## src/sv/kcl_pkg.sv

```systemverilog
// Shared types and constants for the keypad and tag code lock.
`timescale 1ns / 1ps

package kcl_pkg;

  // Log ring size and derived widths
  localparam int HISTORY_DEPTH = 20;
  localparam int LOG_AW        = $clog2(HISTORY_DEPTH);
  localparam int LOG_DW        = 11;

  // Clock limits
  localparam int MIN_PER_HOUR = 60;
  localparam int HOUR_PER_DAY = 24;

  // Configuration register reset values
  localparam logic [31:0] TAG_A_RST = 32'h3E1B_ED00;
  localparam logic [31:0] TAG_B_RST = 32'h0813_2491;
  localparam logic [7:0]  TPM_RST   = 8'd10;

  // Key codes
  localparam logic [3:0] KEY_LAST_DIGIT = 4'd9;
  localparam logic [3:0] KEY_STAR       = 4'd10;

  // Digits per code
  localparam logic [2:0] CODE_DIGITS = 3'd4;

  typedef enum logic [1:0] {
    ACT_TICK = 2'd0,
    ACT_KEY  = 2'd1,
    ACT_TAG  = 2'd2,
    ACT_HIST = 2'd3
  } action_t;

  typedef enum logic [3:0] {
    EV_NONE     = 4'd0,
    EV_DIGIT    = 4'd1,
    EV_CODE_OK  = 4'd2,
    EV_CODE_BAD = 4'd3,
    EV_CHANGE   = 4'd4,
    EV_STORED   = 4'd5,
    EV_TAG_OK   = 4'd6,
    EV_TAG_BAD  = 4'd7,
    EV_CLOSED   = 4'd8,
    EV_HISTORY  = 4'd9
  } event_t;

  typedef enum logic [1:0] {
    CFG_TAG_A = 2'd0,
    CFG_TAG_B = 2'd1,
    CFG_TPM   = 2'd2
  } cfg_idx_t;

endpackage

```

## src/sv/kcl_in_if.sv

```systemverilog
// Input channel: one action word per handshake.
`timescale 1ns / 1ps

interface kcl_in_if;
  logic        valid;
  logic        ready;
  logic [1:0]  action;
  logic [3:0]  key_code;
  logic [31:0] tag_uid;
  logic [4:0]  history_index;

  modport source (output valid, action, key_code, tag_uid, history_index, input ready);
  modport sink   (input valid, action, key_code, tag_uid, history_index, output ready);
endinterface

```

## src/sv/kcl_out_if.sv

```systemverilog
// Result channel: one result word per handshake.
`timescale 1ns / 1ps

interface kcl_out_if;
  logic       valid;
  logic       ready;
  logic [3:0] event_res;
  logic       door_open;
  logic [4:0] clock_hour;
  logic [5:0] clock_minute;
  logic       log_valid;
  logic [4:0] log_hour;
  logic [5:0] log_minute;

  modport source (output valid, event_res, door_open, clock_hour, clock_minute,
                  log_valid, log_hour, log_minute, input ready);
  modport sink   (input valid, event_res, door_open, clock_hour, clock_minute,
                  log_valid, log_hour, log_minute, output ready);
endinterface

```

## src/sv/kcl_cfg_if.sv

```systemverilog
// Configuration write channel: register index and write data.
`timescale 1ns / 1ps

interface kcl_cfg_if;
  logic        valid;
  logic        ready;
  logic [1:0]  index;
  logic [31:0] wdata;

  modport source (output valid, index, wdata, input ready);
  modport sink   (input valid, index, wdata, output ready);
endinterface

```

## src/sv/keypad_tag_code_lock_top.sv

```systemverilog
// Code lock controller: keypad code, tag check, minute clock and entry log.
//
// Usage:
//   in_ch  : one word per action (tick, key press, tag read, history read).
//   out_ch : exactly one result word per accepted input word, in order.
//   cfg_ch : writes tag_a (0), tag_b (1), ticks_per_minute (2); always ready.
//            Write only while no word is in flight.
// Pipeline: an accepted input word passes the middle stage (state update
//   and log memory read) and then the output register before its result
//   is valid.
// Throughput: one word per cycle unless out_ch stalls. All lock and clock
//   state updates in the accept cycle; the log ring is a single-port-write,
//   one-read memory with registered read data, and a read never hits the slot
//   written by the same word, so words follow back to back.
// Stall: a stalled output holds its word; one more word can be taken into
//   the middle stage, after which in_ch.ready drops until out_ch drains.
// Reset (rst_n low, synchronous): code 0000, door closed, clock 00:00,
//   log empty, tags and tick rate back to defaults. The log memory itself
//   is not cleared; per-slot written flags mask stale entries.
`timescale 1ns / 1ps

module keypad_tag_code_lock_top
  import kcl_pkg::*;
(
  input  logic      clk,
  input  logic      rst_n,
  kcl_in_if.sink    in_ch,
  kcl_out_if.source out_ch,
  kcl_cfg_if.sink   cfg_ch
);

  // Configuration registers
  logic [31:0] tag_a_r, tag_b_r;
  logic [7:0]  tpm_r;

  // Lock and clock state
  logic [15:0] stored_code_r, stored_code_nxt;
  logic [15:0] digits_r, digits_nxt;
  logic [2:0]  entry_cnt_r, entry_cnt_nxt;
  logic [1:0]  star_cnt_r, star_cnt_nxt;
  logic        changing_r, changing_nxt;
  logic        door_r, door_nxt;
  logic [7:0]  tick_r, tick_nxt;
  logic [5:0]  minute_r, minute_nxt;
  logic [4:0]  hour_r, hour_nxt;
  logic [HISTORY_DEPTH-1:0] written_r, written_nxt;
  logic [LOG_AW-1:0]        log_next_r, log_next_nxt;

  // Log memory
  logic [LOG_DW-1:0] log_mem [HISTORY_DEPTH];
  logic [LOG_DW-1:0] rd_q_r;
  logic              wr_en;
  logic [LOG_AW-1:0] wr_addr, rd_addr;

  // Middle stage
  logic       p_vld_r;
  event_t     p_ev_r;
  logic       p_door_r;
  logic [4:0] p_hour_r;
  logic [5:0] p_min_r;
  logic       p_lv_r;

  // Output stage
  logic       o_vld_r;
  logic [3:0] o_ev_r;
  logic       o_door_r;
  logic [4:0] o_hour_r;
  logic [5:0] o_min_r;
  logic       o_lv_r;
  logic [4:0] o_lhour_r;
  logic [5:0] o_lmin_r;

  // Per-word decode
  event_t      ev;
  logic        lv;
  logic        acc, adv;
  logic        is_digit, idx_ok;
  logic [15:0] digits_sh;
  logic [2:0]  cnt_inc;
  logic [7:0]  tick_inc;
  logic [LOG_AW-1:0] slot_inc;

  // Handshake
  assign adv         = p_vld_r && (!o_vld_r || out_ch.ready);
  assign in_ch.ready = !p_vld_r || adv;
  assign acc         = in_ch.valid && in_ch.ready;
  assign cfg_ch.ready = 1'b1;

  // Configuration writes
  always_ff @(posedge clk) begin
    if (!rst_n) begin
      tag_a_r <= TAG_A_RST;
      tag_b_r <= TAG_B_RST;
      tpm_r   <= TPM_RST;
    end else if (cfg_ch.valid) begin
      unique case (cfg_ch.index)
        CFG_TAG_A: tag_a_r <= cfg_ch.wdata;
        CFG_TAG_B: tag_b_r <= cfg_ch.wdata;
        CFG_TPM:   tpm_r   <= cfg_ch.wdata[7:0];
        default:   ;
      endcase
    end
  end

  // Next-state logic for one word
  assign is_digit  = in_ch.key_code <= KEY_LAST_DIGIT;
  assign digits_sh = {digits_r[11:0], in_ch.key_code};
  assign cnt_inc   = entry_cnt_r + 3'd1;
  assign tick_inc  = tick_r + 8'd1;
  assign slot_inc  = (int'(log_next_r) + 1 >= HISTORY_DEPTH) ? '0
                                                             : log_next_r + LOG_AW'(1);
  assign idx_ok    = int'(in_ch.history_index) < HISTORY_DEPTH;
  assign rd_addr   = idx_ok ? LOG_AW'(in_ch.history_index) : '0;
  assign wr_addr   = log_next_r;

  always_comb begin
    stored_code_nxt = stored_code_r;
    digits_nxt      = digits_r;
    entry_cnt_nxt   = entry_cnt_r;
    star_cnt_nxt    = star_cnt_r;
    changing_nxt    = changing_r;
    door_nxt        = door_r;
    tick_nxt        = tick_r;
    minute_nxt      = minute_r;
    hour_nxt        = hour_r;
    written_nxt     = written_r;
    log_next_nxt    = log_next_r;
    wr_en           = 1'b0;
    ev              = EV_NONE;
    lv              = 1'b0;

    unique case (in_ch.action)
      ACT_TICK: begin
        tick_nxt = tick_inc;
        if (tick_inc >= tpm_r) begin
          tick_nxt = '0;
          if (int'(minute_r) + 1 >= MIN_PER_HOUR) begin
            minute_nxt = '0;
            hour_nxt   = (int'(hour_r) + 1 >= HOUR_PER_DAY) ? '0 : hour_r + 5'd1;
          end else begin
            minute_nxt = minute_r + 6'd1;
          end
        end
      end
      ACT_KEY: begin
        if (changing_r) begin
          // new code entry
          if (is_digit) begin
            digits_nxt = digits_sh;
            if (cnt_inc >= CODE_DIGITS) begin
              stored_code_nxt = digits_sh;
              entry_cnt_nxt   = '0;
              changing_nxt    = 1'b0;
              star_cnt_nxt    = '0;
              ev              = EV_STORED;
            end else begin
              entry_cnt_nxt = cnt_inc;
              ev            = EV_DIGIT;
            end
          end
        end else if (in_ch.key_code == KEY_STAR) begin
          if (door_r) begin
            door_nxt     = 1'b0;
            star_cnt_nxt = '0;
            ev           = EV_CLOSED;
          end else if (star_cnt_r != 2'd0) begin
            star_cnt_nxt  = '0;
            entry_cnt_nxt = '0;
            changing_nxt  = 1'b1;
            ev            = EV_CHANGE;
          end else begin
            star_cnt_nxt = star_cnt_r + 2'd1;
          end
        end else begin
          star_cnt_nxt = '0;
          if (is_digit && !door_r) begin
            digits_nxt = digits_sh;
            if (cnt_inc >= CODE_DIGITS) begin
              entry_cnt_nxt = '0;
              if (digits_sh == stored_code_r) begin
                wr_en = 1'b1;
                ev    = EV_CODE_OK;
              end else begin
                ev = EV_CODE_BAD;
              end
            end else begin
              entry_cnt_nxt = cnt_inc;
              ev            = EV_DIGIT;
            end
          end
        end
      end
      ACT_TAG: begin
        if (!door_r && !changing_r) begin
          if (in_ch.tag_uid == tag_a_r || in_ch.tag_uid == tag_b_r) begin
            wr_en = 1'b1;
            ev    = EV_TAG_OK;
          end else begin
            ev = EV_TAG_BAD;
          end
        end
      end
      ACT_HIST: begin
        ev = EV_HISTORY;
        lv = idx_ok && written_r[rd_addr];
      end
      default: ;
    endcase

    // opening logs the time into the next ring slot
    if (wr_en) begin
      door_nxt             = 1'b1;
      written_nxt[wr_addr] = 1'b1;
      log_next_nxt         = slot_inc;
    end
  end

  // State registers
  always_ff @(posedge clk) begin
    if (!rst_n) begin
      stored_code_r <= '0;
      digits_r      <= '0;
      entry_cnt_r   <= '0;
      star_cnt_r    <= '0;
      changing_r    <= 1'b0;
      door_r        <= 1'b0;
      tick_r        <= '0;
      minute_r      <= '0;
      hour_r        <= '0;
      written_r     <= '0;
      log_next_r    <= '0;
    end else if (acc) begin
      stored_code_r <= stored_code_nxt;
      digits_r      <= digits_nxt;
      entry_cnt_r   <= entry_cnt_nxt;
      star_cnt_r    <= star_cnt_nxt;
      changing_r    <= changing_nxt;
      door_r        <= door_nxt;
      tick_r        <= tick_nxt;
      minute_r      <= minute_nxt;
      hour_r        <= hour_nxt;
      written_r     <= written_nxt;
      log_next_r    <= log_next_nxt;
    end
  end

  // Log memory: write on opening, registered read on every accepted word
  always_ff @(posedge clk) begin
    if (acc && wr_en) begin
      log_mem[wr_addr] <= {hour_r, minute_r};
    end
    if (acc) begin
      rd_q_r <= log_mem[rd_addr];
    end
  end

  // Middle stage
  always_ff @(posedge clk) begin
    if (!rst_n) begin
      p_vld_r <= 1'b0;
    end else if (acc) begin
      p_vld_r <= 1'b1;
    end else if (adv) begin
      p_vld_r <= 1'b0;
    end
  end

  always_ff @(posedge clk) begin
    if (acc) begin
      p_ev_r   <= ev;
      p_door_r <= door_nxt;
      p_hour_r <= hour_nxt;
      p_min_r  <= minute_nxt;
      p_lv_r   <= lv;
    end
  end

  // Output register
  always_ff @(posedge clk) begin
    if (!rst_n) begin
      o_vld_r <= 1'b0;
    end else if (adv) begin
      o_vld_r <= 1'b1;
    end else if (out_ch.ready) begin
      o_vld_r <= 1'b0;
    end
  end

  always_ff @(posedge clk) begin
    if (adv) begin
      o_ev_r    <= p_ev_r;
      o_door_r  <= p_door_r;
      o_hour_r  <= p_hour_r;
      o_min_r   <= p_min_r;
      o_lv_r    <= p_lv_r;
      o_lhour_r <= p_lv_r ? rd_q_r[10:6] : '0;
      o_lmin_r  <= p_lv_r ? rd_q_r[5:0]  : '0;
    end
  end

  assign out_ch.valid        = o_vld_r;
  assign out_ch.event_res    = o_ev_r;
  assign out_ch.door_open    = o_door_r;
  assign out_ch.clock_hour   = o_hour_r;
  assign out_ch.clock_minute = o_min_r;
  assign out_ch.log_valid    = o_lv_r;
  assign out_ch.log_hour     = o_lhour_r;
  assign out_ch.log_minute   = o_lmin_r;

`ifndef ASSERT_OFF
  // clock stays in range
  a_clock_range: assert property (@(posedge clk) disable iff (!rst_n)
    int'(hour_r) < HOUR_PER_DAY && int'(minute_r) < MIN_PER_HOUR)
    else $error("clock out of range");

  // ring pointer stays inside the log
  a_ring_ptr: assert property (@(posedge clk) disable iff (!rst_n)
    int'(log_next_r) < HISTORY_DEPTH)
    else $error("log pointer out of range");

  // code change is only entered with the door closed, and nothing opens it
  a_change_closed: assert property (@(posedge clk) disable iff (!rst_n)
    changing_r |-> !door_r)
    else $error("door open during code change");

  // a middle-stage word held back by a full output keeps its event
  a_mid_hold: assert property (@(posedge clk) disable iff (!rst_n)
    p_vld_r && !adv |=> p_vld_r && $stable(p_ev_r) && $stable(rd_q_r))
    else $error("middle stage lost a stalled word");
`endif

endmodule
```

## src/flat_wrapper.sv

```systemverilog
// flat-port wrapper written by rule: the top's interface ports become plain ports
module keypad_tag_code_lock_top_flat import kcl_pkg::*;
  (clk, rst_n, in_ch_valid, in_ch_action, in_ch_key_code, in_ch_tag_uid, in_ch_history_index, in_ch_ready, out_ch_valid, out_ch_event_res, out_ch_door_open, out_ch_clock_hour, out_ch_clock_minute, out_ch_log_valid, out_ch_log_hour, out_ch_log_minute, out_ch_ready, cfg_ch_valid, cfg_ch_index, cfg_ch_wdata, cfg_ch_ready);
  kcl_in_if in_ch_i ();
  kcl_out_if out_ch_i ();
  kcl_cfg_if cfg_ch_i ();
  input  logic clk;
  input  logic rst_n;
  input wire logic [$bits(in_ch_i.valid)-1:0] in_ch_valid;
  input wire logic [$bits(in_ch_i.action)-1:0] in_ch_action;
  input wire logic [$bits(in_ch_i.key_code)-1:0] in_ch_key_code;
  input wire logic [$bits(in_ch_i.tag_uid)-1:0] in_ch_tag_uid;
  input wire logic [$bits(in_ch_i.history_index)-1:0] in_ch_history_index;
  output wire logic [$bits(in_ch_i.ready)-1:0] in_ch_ready;
  output wire logic [$bits(out_ch_i.valid)-1:0] out_ch_valid;
  output wire logic [$bits(out_ch_i.event_res)-1:0] out_ch_event_res;
  output wire logic [$bits(out_ch_i.door_open)-1:0] out_ch_door_open;
  output wire logic [$bits(out_ch_i.clock_hour)-1:0] out_ch_clock_hour;
  output wire logic [$bits(out_ch_i.clock_minute)-1:0] out_ch_clock_minute;
  output wire logic [$bits(out_ch_i.log_valid)-1:0] out_ch_log_valid;
  output wire logic [$bits(out_ch_i.log_hour)-1:0] out_ch_log_hour;
  output wire logic [$bits(out_ch_i.log_minute)-1:0] out_ch_log_minute;
  input wire logic [$bits(out_ch_i.ready)-1:0] out_ch_ready;
  input wire logic [$bits(cfg_ch_i.valid)-1:0] cfg_ch_valid;
  input wire logic [$bits(cfg_ch_i.index)-1:0] cfg_ch_index;
  input wire logic [$bits(cfg_ch_i.wdata)-1:0] cfg_ch_wdata;
  output wire logic [$bits(cfg_ch_i.ready)-1:0] cfg_ch_ready;
  assign in_ch_i.valid = in_ch_valid;
  assign in_ch_i.action = in_ch_action;
  assign in_ch_i.key_code = in_ch_key_code;
  assign in_ch_i.tag_uid = in_ch_tag_uid;
  assign in_ch_i.history_index = in_ch_history_index;
  assign in_ch_ready = in_ch_i.ready;
  assign out_ch_valid = out_ch_i.valid;
  assign out_ch_event_res = out_ch_i.event_res;
  assign out_ch_door_open = out_ch_i.door_open;
  assign out_ch_clock_hour = out_ch_i.clock_hour;
  assign out_ch_clock_minute = out_ch_i.clock_minute;
  assign out_ch_log_valid = out_ch_i.log_valid;
  assign out_ch_log_hour = out_ch_i.log_hour;
  assign out_ch_log_minute = out_ch_i.log_minute;
  assign out_ch_i.ready = out_ch_ready;
  assign cfg_ch_i.valid = cfg_ch_valid;
  assign cfg_ch_i.index = cfg_ch_index;
  assign cfg_ch_i.wdata = cfg_ch_wdata;
  assign cfg_ch_ready = cfg_ch_i.ready;
  keypad_tag_code_lock_top u_core (.clk(clk), .rst_n(rst_n), .in_ch(in_ch_i), .out_ch(out_ch_i), .cfg_ch(cfg_ch_i));
endmodule
```

## config.mk

```make
export PLATFORM = sky130hd
export DESIGN_NAME = keypad_tag_code_lock_top_flat
export DESIGN_NICKNAME = d
export VERILOG_FILES = /design/src/sv/kcl_pkg.sv /design/src/sv/kcl_in_if.sv /design/src/sv/kcl_out_if.sv /design/src/sv/kcl_cfg_if.sv /design/src/sv/keypad_tag_code_lock_top.sv /design/src/flat_wrapper.sv
export SDC_FILE = /design/constraint.sdc
export NUM_CORES = 1
export LEC_CHECK = 0
export CORE_ASPECT_RATIO = 0.8
export CORE_UTILIZATION = 45
export DETAILED_ROUTE_END_ITERATION = 10
export DONT_BUFFER_PORTS = 1
export HOLD_SLACK_MARGIN = 0.02
export PLACE_DENSITY = 0.56
export SYNTH_ARGS = -nofsm -noshare
export SYNTH_HDL_FRONTEND = slang
export SYNTH_SLANG_ARGS = --single-unit
```

## constraint.sdc

```tcl
create_clock -name clk -period 7.05 [get_ports clk]
set_clock_uncertainty 0.05 [all_clocks]
set_input_delay 1.0575 -clock clk [delete_from_list [all_inputs] [get_ports clk]]
set_output_delay 1.0575 -clock clk [all_outputs]
set_load 0.02 [all_outputs]
```

### Word level (Yosys, flattened, before mapping)

Memory sizes are Yosys's and may differ from the RTL's. A register that Yosys moved wholly into a read port is not among the register bits.
Cells that the tools add are included.

| operators by class | value |
|---|---|
| reduce and logical (&&, ||, !) cells | 31 |
| eq/ne operators | 14 |
| multiplexer cells | 67 |
| bitwise gates (word level) | 1 |
| magnitude comparators | 10 |
| add/subtract/negate cells | 9 |

Operators with widths:

| cell | number |
|---|---|
| 32-bit equality test | 2 |
| 32-bit by 6-bit >= comparator with 1-bit output, second input constant | 2 |
| 12-bit two-way mux | 4 |
| 32-bit by 7-bit >= comparator with 1-bit output, second input constant | 1 |
| 5-bit two-way mux | 6 |
| 1-bit two-way mux | 27 |
| 3-bit two-way mux | 9 |
| 4-bit two-way mux | 6 |
| 20-bit bitwise OR | 1 |
| 6-bit two-way mux | 3 |
| 16-bit equality test | 1 |
| 2-bit two-way mux | 7 |
| 5-bit by 1-bit adder with 6-bit output, second input constant | 2 |
| 5-bit by 6-bit < comparator with 1-bit output, second input constant | 2 |
| 4-bit one-hot mux with 3 select lines | 1 |
| 2-bit AND reduction | 6 |
| 5-bit by 1-bit adder with 5-bit output, second input constant | 2 |
| 5-bit AND reduction | 2 |
| 8-bit by 1-bit adder with 8-bit output, second input constant | 1 |
| 8-bit >= comparator | 1 |
| 8-bit two-way mux | 1 |
| 2-bit nonzero test | 4 |
| 6-bit by 1-bit adder with 7-bit output, second input constant | 1 |
| 1-bit logical AND | 7 |
| other kinds (22) | 33 |

| word-level totals | value |
|---|---|
| output and inout bits | 31 |
| RAM bits | 220 |
| bits in registers | 198 |
| memories kept | 1 |

Memories:

| memory | depth | width | rd ports | clocked after Yosys merged registers in | write ports | line | RTL |
|---|---|---|---|---|---|---|---|
| u_core.log_mem | 20 | 11 | 1 | 1 | 1 | keypad_tag_code_lock_top.sv:50 | `logic [LOG_DW-1:0] log_mem [HISTORY_DEPTH];` |

### Logic depth before layout (Yosys ltp)

| logic depth | value |
|---|---|
| word-level depth | 10 |
| depth in mapped cells | 11 |
| depth with buffers taken out | 10 |

### Worst setup path after synthesis

Ideal clock, no wire load.

| timing path | value |
|---|---|
| path kind | input -> register |
| start point | input port out_ch_ready |
| end point | memory u_core.log_mem[16][0] (enable) |
| arrival | 2.746 ns |
| slack | 3.905 ns |
| buffers on the path | 1 |
| cell stages on the path | 8 |
| setup time | 0.349 ns |
| cells stage by stage | nor2b_1 -> nand2_1 -> nand2_1 -> inv_2 -> nand3_1 -> nor2b_1 -> buf_2 -> and3_1 |

| on the way | value |
|---|---|
| cells in the longest elaborated chain, start to end | 7 |

Ends and longest elaborated chain:

| item | line | RTL |
|---|---|---|
| start: declaration | flat_wrapper.sv:23 | `input wire logic [$bits(out_ch_i.ready)-1:0] out_ch_ready;` |
| 1-bit logical OR | keypad_tag_code_lock_top.sv:84 | `assign adv = p_vld_r && (!o_vld_r \|\| out_ch.ready);` |
| 1-bit logical AND | keypad_tag_code_lock_top.sv:84 |  |
| 1-bit logical OR | keypad_tag_code_lock_top.sv:85 | `assign in_ch.ready = !p_vld_r \|\| adv;` |
| named net in_ch_ready | flat_wrapper.sv:14 | `output wire logic [$bits(in_ch_i.ready)-1:0] in_ch_ready;` |
| 1-bit logical AND | keypad_tag_code_lock_top.sv:86 | `assign acc = in_ch.valid && in_ch.ready;` |
| named net u_core.acc | keypad_tag_code_lock_top.sv:76 | `logic acc, adv;` |
| 1-bit logical AND | keypad_tag_code_lock_top.sv:249 | `if (acc && wr_en) begin` |
| 1-bit two-way mux | keypad_tag_code_lock_top.sv:249 |  |
| 1-bit two-way mux (implied by the code) | keypad_tag_code_lock_top.sv:250 | `log_mem[wr_addr] <= {hour_r, minute_r};` |
| end: declaration | keypad_tag_code_lock_top.sv:50 |  |

The timed path passes the listed nets, and every way through them passes these cells.

### Final worst setup path

| timing path | value |
|---|---|
| start point | register u_core.o_vld_r (netlist: u_core.out_ch.valid) |
| end point | memory u_core.log_mem[2][9] (enable) |

| on the way | value |
|---|---|
| cells in the longest elaborated chain, start to end | 8 |

Ends and longest elaborated chain:

| item | line | RTL |
|---|---|---|
| start: declaration | keypad_tag_code_lock_top.sv:64 | `logic o_vld_r;` |
| start signal: assignment | keypad_tag_code_lock_top.sv:281 | `o_vld_r <= 1'b0;` |
| start signal: assignment | keypad_tag_code_lock_top.sv:283 | `o_vld_r <= 1'b1;` |
| start signal: assignment | keypad_tag_code_lock_top.sv:285 | `o_vld_r <= 1'b0;` |
| 1-bit logical NOT | keypad_tag_code_lock_top.sv:84 |  |
| 1-bit logical OR | keypad_tag_code_lock_top.sv:84 |  |
| 1-bit logical AND | keypad_tag_code_lock_top.sv:84 |  |
| 1-bit logical OR | keypad_tag_code_lock_top.sv:85 |  |
| named net in_ch_ready | flat_wrapper.sv:14 |  |
| 1-bit logical AND | keypad_tag_code_lock_top.sv:86 |  |
| named net u_core.acc | keypad_tag_code_lock_top.sv:76 |  |
| 1-bit logical AND | keypad_tag_code_lock_top.sv:249 |  |
| 1-bit two-way mux | keypad_tag_code_lock_top.sv:249 |  |
| 1-bit two-way mux (implied by the code) | keypad_tag_code_lock_top.sv:250 |  |

The timed path passes the listed nets, and every way through them passes these cells.

==> out/metrics.yaml <==
outcome:
  outcome: "finished clean"
detailed_routing:
  drc_errors: 0
  drt_iter0_markers: 1262
  drtAntennaViolNets: 0
  routed_via_density: 5.677
  dr.pass1.iters: 5
  num_vias: 11518
  drt-total-wl_um: 44570
  wl_per_cell_um: 21.97
synth:
  avgSynthCellArea_um2: 12.17
  yosysTopAreaCell: "edfxtp_1"
  synth_edf_count: 276
  synth_flop_cell: "edfxtp_1"
  netlist.area_leader.share_pct: 46.00
  synth_nets: 1585
  ys_warn_count: 0
  synth.distinct_cells: 69
  synth_seq_cells: 429
  async_flop_share_pct: 0
  synthCells: 1480
  syn-cell-area_mm2: 0.01802
  seq_area_frac_synth_pct: 63.00
  synth_area_leaders: "edfxtp_1, dfxtp_1, nand2_1"
clock_network:
  clk_transition_reported_paths_ns: 0.06
  cts_buffers: 45
  post-cts-setup-buffers: 0
  cts_hold_buf: 0
  cts_tree: "done"
  clock_path_buffers: 3
  clk_latency_ns: 0.57
  cts-root-buf: "clkbuf_16"
  h-tree-depth: 2
  cts_resized: 0
  clock-sinks: 429
worst_setup_path:
  reg2regPathDepth: 7
  cp_max_fo: 36
  worst-setup-path-type: "reg2reg"
  worstPathArrival_ns: 3.80
  endpoint: "u_core.log_mem[2][9]"
  critical-path-slowest-cell: "nor2b_2"
  r2r_start: "u_core.out_ch.valid"
  cp_cell_sequence: "nor2b_1 > nand2_1 > nand2_1 > inv_2 > nand3_1 > nor2b_2 > and3_1"
  critPathLaunch: "u_core.out_ch.valid"
  worstPathRequired_ns: 7.19
  cp-end-kind: "flop"
  worst_setup_path_start_kind: "flop"
  rrSetupSlack_ns: 3.39
  worst_path_most_repeated_cell: "nand2_1"
  critPathMaxStageDelay_ns: 0.84
  timing.rr.end: "u_core.log_mem[2][9]"
floorplan:
  die_w_um: 225.7
  initial_core_util_pct: 45.67
  core_mm2: 0.03944
  die_h_um: 181.0
  io_pins: 113
  rows: 65
  die-area_mm2: 0.04084
placement:
  routabilityCongestion: 0.8667
  hpwl_um: 29520
  io_buffers: 0
  dpl_worst_slack_ns: 2.826
  postPlaceCellArea_mm2: 0.01849
power_and_ir_drop:
  powerDensity_mw_per_mm2: 273.1
  total_power_uw: 5483
  peakVddDrop_v: 0.0001481
  leakagePower_uw: 0.007148
sta:
  maxSlewViolCount: 0
  fmax_ghz: 0.2732
  setup_ws_ns: 3.390
  period_needed_ns: 3.660
  fin_setup_tns_ns: 0
  setup-violations-final: 0
  timing.final.crit_share_pct: 51.92
  tightest_slew_ns: 1.176
  max_slew_margin_pct: 21.47
  rsz0062_at_grt: "false"
  hold_violations: 0
final_layout:
  area_growth_pct: 11.45
  fin_util_pct: 50.90
  fin_area_mm2: 0.02008
  antenna_cells: 0
  drive_gt1_share_pct: 10.78
  nNetsFinal: 1563
global_route:
  antenna_found_initial: 0
  grt_pass1_wl_um: 67140
  use_met1_pct: 33.36
  grt-busiest-layer: "met1"
  grt.met3_usage_pct: 5.936
  overflow: 0
  use_met2_pct: 30.89
  grt_start_max_net_pins: 81
  grt_pass1_vias: 10915
  grtUsageTotal_pct: 21.98
flow_run:
  drv_cap: 0
min_path:
  hold_path.class: "reg2reg"
## kinds of logic after synthesis
group                      after synthesis  synth area share (%)
AOI/OAI and AO/OA                      252                 9.383
DFF                                    429                 63.00
xor gates and xnor gates                88                 4.278
and+or+nand+nor                        484                 12.45
other                                    1               0.02081
muxes                                   86                 6.556
buffers and inverters                  117                 2.715
adders and majority gates               23                 1.597
## power breakdown
group / total (uW) / leakage (uW) / switching [uW] / internal (uW)
Sequential: 2720 / 0.00406 / 33.0 / 2690
Combinational: 234 / 0.00231 / 142 / 91.9
Clock: 2530 / 0.000779 / 968 / 1560
## per-stage QoR
step                      hold WS [ns]  instances
after global placement          0.3562       1947
after floorplan                 0.3503       1480
final                           0.3729       2029
after CTS                       0.3751       2029
after global routing            0.3804       2029
after detailed placement        0.3554       1947
## synthesized netlist by cell type, drive strengths merged (5+ instances only)
cell type,count
o22ai,25
a21o,6
and2,15
o21ai,48
buf,26
clkbuf,67
nor2b,8
mux2,26
mux4,23
mux2i,37
nand2,232
nand2b,8
a21oi,68
nand4,30
edfxtp,276
nor3,8
o221ai,23
nor3b,5
a31oi,10
o31ai,5
o41ai,5
o211ai,34
nor4,10
inv,24
and3,25
dfxtp,153
xnor2,84
nor2,57
nand3,70
ha,23
## cell type report
type                            instances  area [um^2]
Fill cell                            3380        19370
Sequential cell                       429        11350
Inverter                               24        91.34
Clock buffer                           60         1267
Timing Repair Buffer                   24        180.2
Tap cell                              536        670.6
Multi-Input combinational cell        934         6201
Clock inverter                         22        316.6
## layer usage
metal | wire length, um | part of all wire (%)
met4 | 873 | 2.0
met2 | 19070 | 43
met1 | 20520 | 46
met3 | 4106 | 9.2
met5 | 0 | 0
## flip-flops by register name, indices dropped and copies added (netlist names), 6 cells and up
| register | cells |
|---|---|
| u_core.digits_r | 12 |
| u_core.log_mem | 220 |
| u_core.minute_r | 6 |
| u_core.out_ch.clock_minute | 6 |
| u_core.out_ch.log_minute | 6 |
| u_core.p_min_r | 6 |
| u_core.rd_q_r | 11 |
| u_core.stored_code_r | 16 |
| u_core.tag_a_r | 32 |
| u_core.tag_b_r | 32 |
| u_core.tick_r | 8 |
| u_core.tpm_r | 8 |
| u_core.written_r | 20 |
## critical path: cells and delay by family (launching register included)
| kind | cells | cell delay [ns] |
|---|---|---|
| AND/OR/NAND/NOR | 6 | 2.26 |
| flip-flops | 1 | 0.37 |
| buffers and inverters | 1 | 0.59 |
## worst min-delay path by stage
stage | cells past startpoint | end | slack, ns | from
finish | 0 | u_core.out_ch.clock_minute[0] | 0.37 | u_core.p_min_r[0]
global route | 0 | u_core.out_ch.clock_minute[0] | 0.38 | u_core.p_min_r[0]
CTS | 0 | u_core.out_ch.clock_minute[0] | 0.38 | u_core.p_min_r[0]
detailed placement | 0 | u_core.out_ch.clock_minute[0] | 0.36 | u_core.p_min_r[0]
global placement | 0 | u_core.out_ch.clock_minute[5] | 0.36 | u_core.p_min_r[5]
floorplan | 0 | u_core.out_ch.clock_hour[0] | 0.35 | u_core.p_hour_r[0]
## cells in the final DEF (no fill, tap or decap), types with 7 or more instances in the layout
master | netlist | layout
and3_1 | 25 | 25
nand3_1 | 70 | 70
and2_1 | 15 | 15
mux4_2 | 23 | 23
nand2b_1 | 8 | 7
mux2i_1 | 37 | 37
a21oi_1 | 68 | 68
buf_4 | 2 | 24
o21ai_0 | 18 | 18
nor2_1 | 57 | 57
o211ai_2 | 11 | 11
a31oi_1 | 10 | 10
o22ai_1 | 25 | 25
clkbuf_1 | 67 | 9
edfxtp_1 | 276 | 276
o221ai_1 | 23 | 23
nand4_1 | 30 | 30
clkinv_2 | 0 | 9
clkbuf_16 | 0 | 48
inv_1 | 23 | 22
dfxtp_1 | 153 | 153
nor4_1 | 10 | 10
mux2_2 | 22 | 22
nor3_1 | 8 | 8
ha_1 | 23 | 23
xnor2_1 | 84 | 84
o211ai_1 | 23 | 23
nand2_1 | 231 | 231
o21ai_1 | 29 | 29
bufinv_16 | 0 | 8
Power figures use the tool's default switching activity.
